==> src/rtl/buddy_block_allocator_core_assert.svh <==
// Assertion shorthands shared by the allocator modules.
// Each macro expects clk and arst_n in scope.
`ifndef BUDDY_BLOCK_ALLOCATOR_CORE_ASSERT_SVH
`define BUDDY_BLOCK_ALLOCATOR_CORE_ASSERT_SVH

// Same-cycle implication.
`define BBA_ASSERT_IMP(label, ante, cons, msg) \
	label: assert property (@(posedge clk) disable iff (!arst_n) (ante) |-> (cons)) \
		else $error(msg);

// Next-cycle implication.
`define BBA_ASSERT_NXT(label, ante, cons, msg) \
	label: assert property (@(posedge clk) disable iff (!arst_n) (ante) |=> (cons)) \
		else $error(msg);

`endif

==> src/rtl/bba_pkg.sv <==
`timescale 1ns / 1ps
package bba_pkg;

	localparam int unsigned LEVELS      = 5;
	localparam int unsigned MIN_BLOCK   = 64;
	localparam int unsigned LEAF_BLOCKS = 1 << (LEVELS - 1);
	localparam int unsigned NODES       = 2 * LEAF_BLOCKS - 1;
	localparam int unsigned MIN_SH      = $clog2(MIN_BLOCK);
	localparam int unsigned LOG_REGION  = MIN_SH + LEVELS - 1;
	localparam int unsigned REGION      = MIN_BLOCK << (LEVELS - 1);

	localparam int unsigned LVL_W  = $clog2(LEVELS);
	localparam int unsigned IDX_W  = LEVELS - 1;
	localparam int unsigned NODE_W = $clog2(NODES);
	localparam int unsigned AL_W   = $clog2(LEVELS + 1);

	localparam int unsigned SIZE_W = 16;
	localparam int unsigned OFF_W  = 10;
	localparam int unsigned STAT_W = 2;

	localparam logic OP_ALLOC = 1'b0;
	localparam logic OP_FREE  = 1'b1;

	localparam logic [STAT_W-1:0] ST_OK           = 2'd0;
	localparam logic [STAT_W-1:0] ST_ALLOC_FAIL   = 2'd1;
	localparam logic [STAT_W-1:0] ST_FREE_IGNORED = 2'd2;

	// Commands from the controller to the datapath.
	typedef enum logic [3:0] {
		CMD_NONE,
		CMD_LOAD,
		CMD_DESCEND,
		CMD_CLAIM,
		CMD_SPLIT,
		CMD_GRANT,
		CMD_FAIL,
		CMD_RELEASE,
		CMD_MERGE,
		CMD_FINISH,
		CMD_IGNORE
	} dp_cmd_t;

	// Status from the datapath to the controller.
	typedef struct packed {
		logic tgt_ok;
		logic hit;
		logic lvl_zero;
		logic at_target;
		logic free_ok;
		logic buddy_free;
	} dp_stat_t;

	// Heap position of block idx at level lvl.
	function automatic logic [NODE_W-1:0] node_of(input logic [LVL_W-1:0] lvl,
		input logic [IDX_W-1:0] idx);
		node_of = NODE_W'((32'd1 << lvl) - 32'd1 + 32'(idx));
	endfunction

endpackage

==> src/rtl/buddy_block_allocator_core.sv <==
`timescale 1ns / 1ps
// Binary buddy allocator over a 1 KiB region split down to 64-byte leaves in
// five levels. Pulse start with op (0 allocate, 1 free), req_size and
// free_offset while busy is low; the request is taken on that edge. Exactly
// one result beat follows: done is high for a single cycle with block_offset
// and status, and the receiver cannot stall it, so capture it then. An
// allocate loads the request, searches from the target level toward the
// root, claims the lowest free block found and splits it down to the target
// level before the grant, or fails. A free looks up the recorded level,
// releases the block and merges buddy pairs upward while the buddy is free
// and the root is not reached; an ignored free ends after the lookup. The
// controller walks the tree one level per cycle in search, split and merge.
// busy drops in the cycle the result beat is shown, so the next request may
// start in that same cycle. After reset only the whole region is free.
module buddy_block_allocator_core (
	input  logic                           clk,
	input  logic                           arst_n,
	input  logic                           start,
	output logic                           busy,
	input  logic                           op,
	input  logic [bba_pkg::SIZE_W-1:0]     req_size,
	input  logic [bba_pkg::SIZE_W-1:0]     free_offset,
	output logic                           done,
	output logic [bba_pkg::OFF_W-1:0]      block_offset,
	output logic [bba_pkg::STAT_W-1:0]     status
);
	import bba_pkg::*;

	dp_cmd_t  cmd;
	dp_stat_t stat;

	// Sequence search, split, lookup and merge steps.
	bba_ctrl u_ctrl (
		.clk    (clk),
		.arst_n (arst_n),
		.start  (start),
		.op     (op),
		.stat   (stat),
		.cmd    (cmd),
		.busy   (busy)
	);

	// Hold free map, allocation records and the result beat.
	bba_datapath u_dp (
		.clk          (clk),
		.arst_n       (arst_n),
		.cmd          (cmd),
		.req_size     (req_size),
		.free_offset  (free_offset),
		.stat         (stat),
		.done         (done),
		.block_offset (block_offset),
		.status       (status)
	);

endmodule

==> src/rtl/bba_ctrl.sv <==
`timescale 1ns / 1ps
`include "buddy_block_allocator_core_assert.svh"
module bba_ctrl (
	input  logic             clk,
	input  logic             arst_n,
	input  logic             start,
	input  logic             op,
	input  bba_pkg::dp_stat_t stat,
	output bba_pkg::dp_cmd_t  cmd,
	output logic             busy
);
	import bba_pkg::*;

	typedef enum logic [2:0] {
		S_IDLE,
		S_SEARCH,
		S_SPLIT,
		S_LOOKUP,
		S_MERGE
	} state_t;

	state_t state_q, state_d;
	logic   busy_q;

	always_comb begin
		cmd     = CMD_NONE;
		state_d = state_q;
		unique case (state_q)
			S_IDLE: begin
				if (start) begin
					cmd     = CMD_LOAD;
					state_d = (op == OP_FREE) ? S_LOOKUP : S_SEARCH;
				end
			end
			S_SEARCH: begin
				priority if (!stat.tgt_ok) begin
					cmd     = CMD_FAIL;
					state_d = S_IDLE;
				end else if (stat.hit) begin
					cmd     = CMD_CLAIM;
					state_d = S_SPLIT;
				end else if (stat.lvl_zero) begin
					cmd     = CMD_FAIL;
					state_d = S_IDLE;
				end else begin
					cmd = CMD_DESCEND;
				end
			end
			S_SPLIT: begin
				if (stat.at_target) begin
					cmd     = CMD_GRANT;
					state_d = S_IDLE;
				end else begin
					cmd = CMD_SPLIT;
				end
			end
			S_LOOKUP: begin
				if (stat.free_ok) begin
					cmd     = CMD_RELEASE;
					state_d = S_MERGE;
				end else begin
					cmd     = CMD_IGNORE;
					state_d = S_IDLE;
				end
			end
			S_MERGE: begin
				if (!stat.lvl_zero && stat.buddy_free) begin
					cmd = CMD_MERGE;
				end else begin
					cmd     = CMD_FINISH;
					state_d = S_IDLE;
				end
			end
			default: begin
				state_d = S_IDLE;
			end
		endcase
	end

	always_ff @(posedge clk or negedge arst_n) begin
		if (!arst_n) begin
			state_q <= S_IDLE;
			busy_q  <= 1'b0;
		end else begin
			state_q <= state_d;
			busy_q  <= (state_d != S_IDLE);
		end
	end

	assign busy = busy_q;

	`BBA_ASSERT_NXT(a_start_sets_busy, state_q == S_IDLE && start, busy, "start not taken")
	`BBA_ASSERT_NXT(a_end_to_idle, cmd == CMD_GRANT || cmd == CMD_FAIL || cmd == CMD_FINISH || cmd == CMD_IGNORE, state_q == S_IDLE && !busy, "no return to idle")

endmodule

==> src/rtl/bba_datapath.sv <==
`timescale 1ns / 1ps
`include "buddy_block_allocator_core_assert.svh"
module bba_datapath (
	input  logic                           clk,
	input  logic                           arst_n,
	input  bba_pkg::dp_cmd_t               cmd,
	input  logic [bba_pkg::SIZE_W-1:0]     req_size,
	input  logic [bba_pkg::SIZE_W-1:0]     free_offset,
	output bba_pkg::dp_stat_t              stat,
	output logic                           done,
	output logic [bba_pkg::OFF_W-1:0]      block_offset,
	output logic [bba_pkg::STAT_W-1:0]     status
);
	import bba_pkg::*;

	logic [NODES-1:0]    fm_q, fm_d;
	logic [AL_W-1:0]     alloc_level_q [LEAF_BLOCKS];
	logic                done_q;

	logic [LVL_W-1:0]    lvl_q, tgt_q;
	logic [IDX_W-1:0]    idx_q, fin_q;
	logic [SIZE_W-1:0]   off_q;
	logic                tgt_ok_q, range_q;
	logic [OFF_W-1:0]    block_offset_q;
	logic [STAT_W-1:0]   status_q;

	logic [SIZE_W-1:0]   need;
	logic [LVL_W-1:0]    tgt_calc;
	logic                tgt_ok_calc;
	logic                fin_in_range;

	logic [LEVELS-1:0]   hit_lvl;
	logic [IDX_W-1:0]    hit_idx [LEVELS];
	logic                cur_hit;
	logic [IDX_W-1:0]    cur_idx;

	logic [AL_W-1:0]     al_cur;
	logic [LVL_W-1:0]    rel_lvl;
	logic [IDX_W-1:0]    rel_idx;
	logic [31:0]         gnt_off;
	logic [IDX_W-1:0]    gnt_fin;
	logic [IDX_W-1:0]    split_idx;

	// Request decode: round up and pick the finest level that fits.
	always_comb begin
		need        = (32'(req_size) < MIN_BLOCK) ? SIZE_W'(MIN_BLOCK) : req_size;
		tgt_ok_calc = (32'(need) <= REGION);
		tgt_calc    = '0;
		for (int l = 0; l < LEVELS; l++) begin
			if ((REGION >> l) >= 32'(need)) tgt_calc = LVL_W'(l);
		end
		fin_in_range = (32'(free_offset >> MIN_SH) < LEAF_BLOCKS);
	end

	// Lowest free block on every level.
	always_comb begin
		for (int l = 0; l < LEVELS; l++) begin
			hit_lvl[l] = 1'b0;
			hit_idx[l] = '0;
			for (int i = (1 << l) - 1; i >= 0; i--) begin
				if (fm_q[(1 << l) - 1 + i]) begin
					hit_lvl[l] = 1'b1;
					hit_idx[l] = IDX_W'(i);
				end
			end
		end
	end

	assign cur_hit   = hit_lvl[lvl_q];
	assign cur_idx   = hit_idx[lvl_q];
	assign al_cur    = alloc_level_q[fin_q];
	assign rel_lvl   = LVL_W'(al_cur - AL_W'(1));
	assign rel_idx   = IDX_W'(off_q >> (LOG_REGION - 32'(rel_lvl)));
	assign gnt_off   = 32'(idx_q) << (LOG_REGION - 32'(tgt_q));
	assign gnt_fin   = IDX_W'(32'(idx_q) << (LEVELS - 1 - 32'(tgt_q)));
	assign split_idx = IDX_W'((32'(idx_q) << 1) | 32'd1);

	always_comb begin
		fm_d = fm_q;
		unique case (cmd)
			CMD_CLAIM:   fm_d[node_of(lvl_q, cur_idx)] = 1'b0;
			CMD_SPLIT:   fm_d[node_of(LVL_W'(lvl_q + 1'b1), split_idx)] = 1'b1;
			CMD_RELEASE: fm_d[node_of(rel_lvl, rel_idx)] = 1'b1;
			CMD_MERGE: begin
				fm_d[node_of(lvl_q, idx_q)]        = 1'b0;
				fm_d[node_of(lvl_q, idx_q ^ IDX_W'(1))] = 1'b0;
				fm_d[node_of(LVL_W'(lvl_q - 1'b1), idx_q >> 1)] = 1'b1;
			end
			default: ;
		endcase
	end

	always_comb begin
		stat.tgt_ok     = tgt_ok_q;
		stat.hit        = cur_hit;
		stat.lvl_zero   = (lvl_q == '0);
		stat.at_target  = (lvl_q == tgt_q);
		stat.free_ok    = range_q && (al_cur != '0) && (32'(al_cur) <= LEVELS);
		stat.buddy_free = fm_q[node_of(lvl_q, idx_q ^ IDX_W'(1))];
	end

	// Allocation state and result strobe.
	always_ff @(posedge clk or negedge arst_n) begin
		if (!arst_n) begin
			fm_q    <= NODES'(1);
			done_q  <= 1'b0;
			for (int k = 0; k < LEAF_BLOCKS; k++) alloc_level_q[k] <= '0;
		end else begin
			fm_q   <= fm_d;
			done_q <= (cmd == CMD_GRANT) || (cmd == CMD_FAIL) ||
				(cmd == CMD_FINISH) || (cmd == CMD_IGNORE);
			if (cmd == CMD_GRANT) alloc_level_q[gnt_fin] <= AL_W'(tgt_q) + AL_W'(1);
			if (cmd == CMD_RELEASE) alloc_level_q[fin_q] <= '0;
		end
	end

	// Working registers and result payload.
	always_ff @(posedge clk) begin
		unique case (cmd)
			CMD_LOAD: begin
				lvl_q    <= tgt_calc;
				tgt_q    <= tgt_calc;
				tgt_ok_q <= tgt_ok_calc;
				off_q    <= free_offset;
				fin_q    <= IDX_W'(free_offset >> MIN_SH);
				range_q  <= fin_in_range;
			end
			CMD_DESCEND: lvl_q <= LVL_W'(lvl_q - 1'b1);
			CMD_CLAIM:   idx_q <= cur_idx;
			CMD_SPLIT: begin
				idx_q <= IDX_W'(32'(idx_q) << 1);
				lvl_q <= LVL_W'(lvl_q + 1'b1);
			end
			CMD_GRANT: begin
				block_offset_q <= OFF_W'(gnt_off);
				status_q       <= ST_OK;
			end
			CMD_FAIL: begin
				block_offset_q <= '0;
				status_q       <= ST_ALLOC_FAIL;
			end
			CMD_RELEASE: begin
				lvl_q <= rel_lvl;
				idx_q <= rel_idx;
			end
			CMD_MERGE: begin
				lvl_q <= LVL_W'(lvl_q - 1'b1);
				idx_q <= idx_q >> 1;
			end
			CMD_FINISH: begin
				block_offset_q <= '0;
				status_q       <= ST_OK;
			end
			CMD_IGNORE: begin
				block_offset_q <= '0;
				status_q       <= ST_FREE_IGNORED;
			end
			default: ;
		endcase
	end

	assign done         = done_q;
	assign block_offset = block_offset_q;
	assign status       = status_q;

	`BBA_ASSERT_IMP(a_claim_needs_hit, cmd == CMD_CLAIM, cur_hit, "claim without free block")
	`BBA_ASSERT_IMP(a_merge_not_root, cmd == CMD_MERGE, lvl_q != '0, "merge above root")
	`BBA_ASSERT_IMP(a_grant_at_target, cmd == CMD_GRANT, lvl_q == tgt_q, "grant off target level")

endmodule

==> config.mk <==
export PLATFORM = sky130hd
export DESIGN_NAME = buddy_block_allocator_core
export DESIGN_NICKNAME = d
export VERILOG_FILES = /design/src/rtl/bba_pkg.sv /design/src/rtl/buddy_block_allocator_core.sv /design/src/rtl/bba_ctrl.sv /design/src/rtl/bba_datapath.sv
export VERILOG_INCLUDE_DIRS = /design/src /design/src/rtl
export SDC_FILE = /design/constraint.sdc
export NUM_CORES = 1
export LEC_CHECK = 0
export BUFFER_PORTS_ARGS = -buffer_cell sky130_fd_sc_hd__buf_2
export CAP_MARGIN = 20
export CORE_MARGIN = 5
export CORE_UTILIZATION = 55
export DETAILED_ROUTE_END_ITERATION = 12
export GPL_TIMING_DRIVEN = 0
export PLACE_DENSITY = 0.78
export RECOVER_POWER = 25
export SETUP_SLACK_MARGIN = 0.15
export SYNTH_ARGS = -nofsm -noshare
export SYNTH_HDL_FRONTEND = slang
export SYNTH_SLANG_ARGS = --single-unit
==> constraint.sdc <==
create_clock -name clk -period 5.9 [get_ports clk]
set_input_delay 0.59 -clock clk [delete_from_list [all_inputs] [get_ports clk]]
set_output_delay 0.59 -clock clk [all_outputs]
set_load 0.01 [all_outputs]
==> flow_metrics.env <==
export IMPL_largest_family_of_logic_cells_by_synthesized_area="compound AO/OA/AOI/OAI gates"
export IMPL_critical_path_top_delay_family="buffers and inverters"
export IMPL_violations="max-capacitance violations, max-slew violations"
export IMPL_ys_flop_type="sky130_fd_sc_hd__dfrtp_1"
export IMPL_status="complete, but fails checks"
export IMPL_drt_wl_total_um=31400
export IMPL_setup_viol_count_final=0
export IMPL_syn2layout_area_growth_pct=13.3
export IMPL_layout_core_utilization_pct=63.5
export IMPL_synth_compound_area_share_pct=22.5
export IMPL_die_width_um=146
export IMPL_finalHoldWorstSlack_ps=331
export IMPL_synth_cell_area_mm2=0.0101
export IMPL_track_usage_pct=28.5
export IMPL_async_reset_ff_share_pct=67.7
export IMPL_synthDistinctLibCells=75
export IMPL_layout_common_cells="sky130_fd_sc_hd__nor2_1 (102), sky130_fd_sc_hd__dfrtp_1 (83), sky130_fd_sc_hd__nand2_1 (78)"
export IMPL_number_of_synthesized_flops_with_an_enable_pin=40
export IMPL_crit_chain="clkbuf_2 -> inv_1 -> ha_1 -> nor2b_2 -> inv_1 -> ha_1 -> fa_1 -> clkbuf_4 -> mux4_2 -> mux4_2 -> mux2i_2 -> or3_1 -> buf_2 -> clkbuf_4 -> nand3_1"
export IMPL_top_layer_used="met4"
export IMPL_critical_path_endpoint_type="register"
export IMPL_worst_clock_skew_ps=10.3
export IMPL_first_pass_grt_wire_length_um=48700
export IMPL_routed_wl_met3_um=4090
export IMPL_rows=49
export IMPL_tightestPinTransition_ps=3430
export IMPL_drt_wirelength_per_cell_um=21.8
export IMPL_grt_max_degree=63
export IMPL_dieArea_mm2=0.0212
export IMPL_worst_skew_pair_late_latency_ps=440
export IMPL_placedInstanceArea_mm2=0.0107
export IMPL_synth_area_mux_share_pct=8.51
export IMPL_synth_top_cells_by_area="sky130_fd_sc_hd__dfrtp_1 (21%), sky130_fd_sc_hd__edfxtp_1 (12%), sky130_fd_sc_hd__ha_1 (5.7%)"
export IMPL_detail_route_first_pass_iterations=6
export IMPL_diodes=0
export IMPL_synth_ff_latch_count=124
export IMPL_critical_path_data_required_time_ps=6020
export IMPL_post_layout_minimum_cycle_time_ps=5550
export IMPL_holdPathStages=1
export IMPL_postSynthCellCount=1122
export IMPL_final_nets=1283
export IMPL_yosys_area_share_simple_pct=21.4
export IMPL_core_area_mm2=0.0180
export IMPL_worstHoldPathType="primary input to register"
export IMPL_cts_htree_levels=4
export IMPL_ios=50
export IMPL_adder_cell_area_share_of_the_yosys_netlist_pct=6.89
export IMPL_drv_cap=1
export IMPL_register_area_share_after_synthesis_pct=32.7
export IMPL_clk_pin_slew_worst_paths_ps=60
export IMPL_drt_antenna_violating_nets=0
export IMPL_arrival_ps=5680
export IMPL_worstRegToRegCells=15
export IMPL_clock_sinks=124
export IMPL_critical_path_slowest_cell="sky130_fd_sc_hd__fa_1"
export IMPL_gp_congestion=0.949
export IMPL_grt_remaining_overflow=0
export IMPL_post_syn_nets=1210
export IMPL_wirelength_met1_um=13000
export IMPL_clock_tree_root_cell="sky130_fd_sc_hd__clkbuf_16"
export IMPL_synth_largest_area_cell="sky130_fd_sc_hd__dfrtp_1"
export IMPL_tritoncts_clock_tree="done"
export IMPL_cts_buffer_depth=2
export IMPL_rsz0062_at_grt="false"
export IMPL_synthesized_area_per_cell_um2=9.00
export IMPL_floorplan_initialDensity_pct=56.0
export IMPL_critical_path_startpoint_type="register"
export IMPL_remaining_drc_errors=0
export IMPL_max_stage_delay_ps=650
export IMPL_post_synth_top_area_fraction_pct=20.6
export IMPL_final_max_slew_violation_count=63
export IMPL_final_setup_tns_ps=0
export IMPL_worstSetupPathType="register to register"
export IMPL_first_global_vias=8933
export IMPL_port_buffer_count=49
export IMPL_final_period_utilization_pct=94.1
export IMPL_worst_path_max_fanout=10
export IMPL_cts_made_buffers=17
export IMPL_layout_cells_most_common="sky130_fd_sc_hd__nor2_1"
export IMPL_stdcell_area_mm2=0.0114
export IMPL_timing_critical_path_depth=15
export IMPL_drt_iter0_markers=1308
export IMPL_post_drt_via_cell_ratio=6.76
export IMPL_dr_total_vias=9711
export IMPL_number_of_antenna_violations_at_the_first_check_in_global_routing=0
export IMPL_timing_fmax_mhz=180
export IMPL_critical_path_buf_inv_count=6
export IMPL_synth_warning_count=0
export IMPL_layout_drive_gt1_share_pct=15.6
export IMPL_synth_xor_area_share_pct=3.21
export IMPL_post_dp_hpwl_um=23800
export IMPL_worst_slew_margin_rel_pct=-129
export IMPL_met2_length_um=13500
export IMPL_timing_final_hold_violations=0
export IMPL_chipHeight_um=146
state kept, by name (all words and copies together) (netlist names):
| name | cells |
|---|---|
| u_ctrl.state_q | 3 |
| u_dp.range_q | 1 |
| u_dp.done | 1 |
| u_dp.alloc_level_q | 48 |
| u_dp.idx_q | 4 |
| u_dp.lvl_q | 3 |
| u_ctrl.busy | 1 |
| u_dp.off_q | 16 |
| u_dp.status | 2 |
| u_dp.block_offset | 10 |
| u_dp.tgt_q | 3 |
| u_dp.fm_q | 31 |
| u_dp.tgt_ok_q | 1 |
layout make-up:
cell class	count	area [um2]
clock buffer	20	458
multi-input combinational	886	6470
timing repair buffer	55	285
inverter	45	169
clock inverter	12	134
buffer	66	330
fill	1511	6590
sequential	124	3300
tap	229	287
layer usage:
| layer | track usage, % | vias to the layer above |
|---|---|---|
| li1 | - | 4397 |
| met1 | 40.1 | 4543 |
| met2 | 42.3 | 690 |
| met3 | 9.75 | 81 |
| met4 | 7.32 | 0 |
| met5 | 0 | - |
what timing repair did:
item	4_1_cts	5_1_grt
cloned	0	0
resized for setup	17	34
buffers inserted	5	0
pin swaps	1	0
hold buffers	0	0
setup endpoints to repair	40	52
worst register-to-register path, stage by stage (launching register included):
cell and delay [ps]:
sky130_fd_sc_hd__edfxtp_1 490, sky130_fd_sc_hd__clkbuf_2 240, sky130_fd_sc_hd__inv_1 170, sky130_fd_sc_hd__ha_1 280
sky130_fd_sc_hd__nor2b_2 250, sky130_fd_sc_hd__inv_1 180, sky130_fd_sc_hd__ha_1 460, sky130_fd_sc_hd__fa_1 650
sky130_fd_sc_hd__clkbuf_4 290, sky130_fd_sc_hd__mux4_2 520, sky130_fd_sc_hd__mux4_2 490, sky130_fd_sc_hd__mux2i_2 300
sky130_fd_sc_hd__or3_1 160, sky130_fd_sc_hd__buf_2 250, sky130_fd_sc_hd__clkbuf_4 290, sky130_fd_sc_hd__nand3_1 220
stage by stage:
step	cells	setup slack (ps)
global route	1437	134
global placement	1400	-497
CTS	1438	111
finish	1437	349
floorplan	1122	536
detailed placement	1401	-596
path summary, 6_finish.rpt:
check,slack [ps],from,endpoint
setup reg to reg,350,u_dp.lvl_q[0],u_dp.idx_q[0]
min in group asynchronous,440,arst_n,u_dp.fm_q[20]
setup / recovery,350,u_dp.lvl_q[0],u_dp.idx_q[0]
hold reg to reg,490,u_dp.alloc_level_q[6],u_dp.alloc_level_q[6]
max in group asynchronous,1590,arst_n,u_dp.alloc_level_q[22]
hold / removal,330,free_offset[0],u_dp.off_q[0]
cells in the mapped netlist (all sizes together), types with 10 or more instances:
library cell / number
nor2: 105
dfrtp: 83
nand2: 79
nor3: 63
nand3: 57
a21oi: 54
ha: 46
a31oi: 45
inv: 44
mux2i: 42
edfxtp: 40
clkbuf: 39
o211ai: 33
o221ai: 31
a22oi: 29
buf: 28
nor2b: 28
xnor2: 22
o21ai: 21
a32oi: 19
and2: 18
mux4: 17
nand2b: 17
and3: 15
nor3b: 15
xor2: 15
a211oi: 11
nor4: 11
o31ai: 10
cells by family after synthesis:
family,after synthesis
multiplexers,64
flip-flops,124
XOR/XNOR,37
buffers and inverters,112
AO/OA/AOI/OAI,299
AND/OR/NAND/NOR,434
adder cells (fa/ha/maj),52
Power is left out: the tool's default activity adds up to more than one toggle a clock period on the data nets, which glitch-free logic cannot reach.
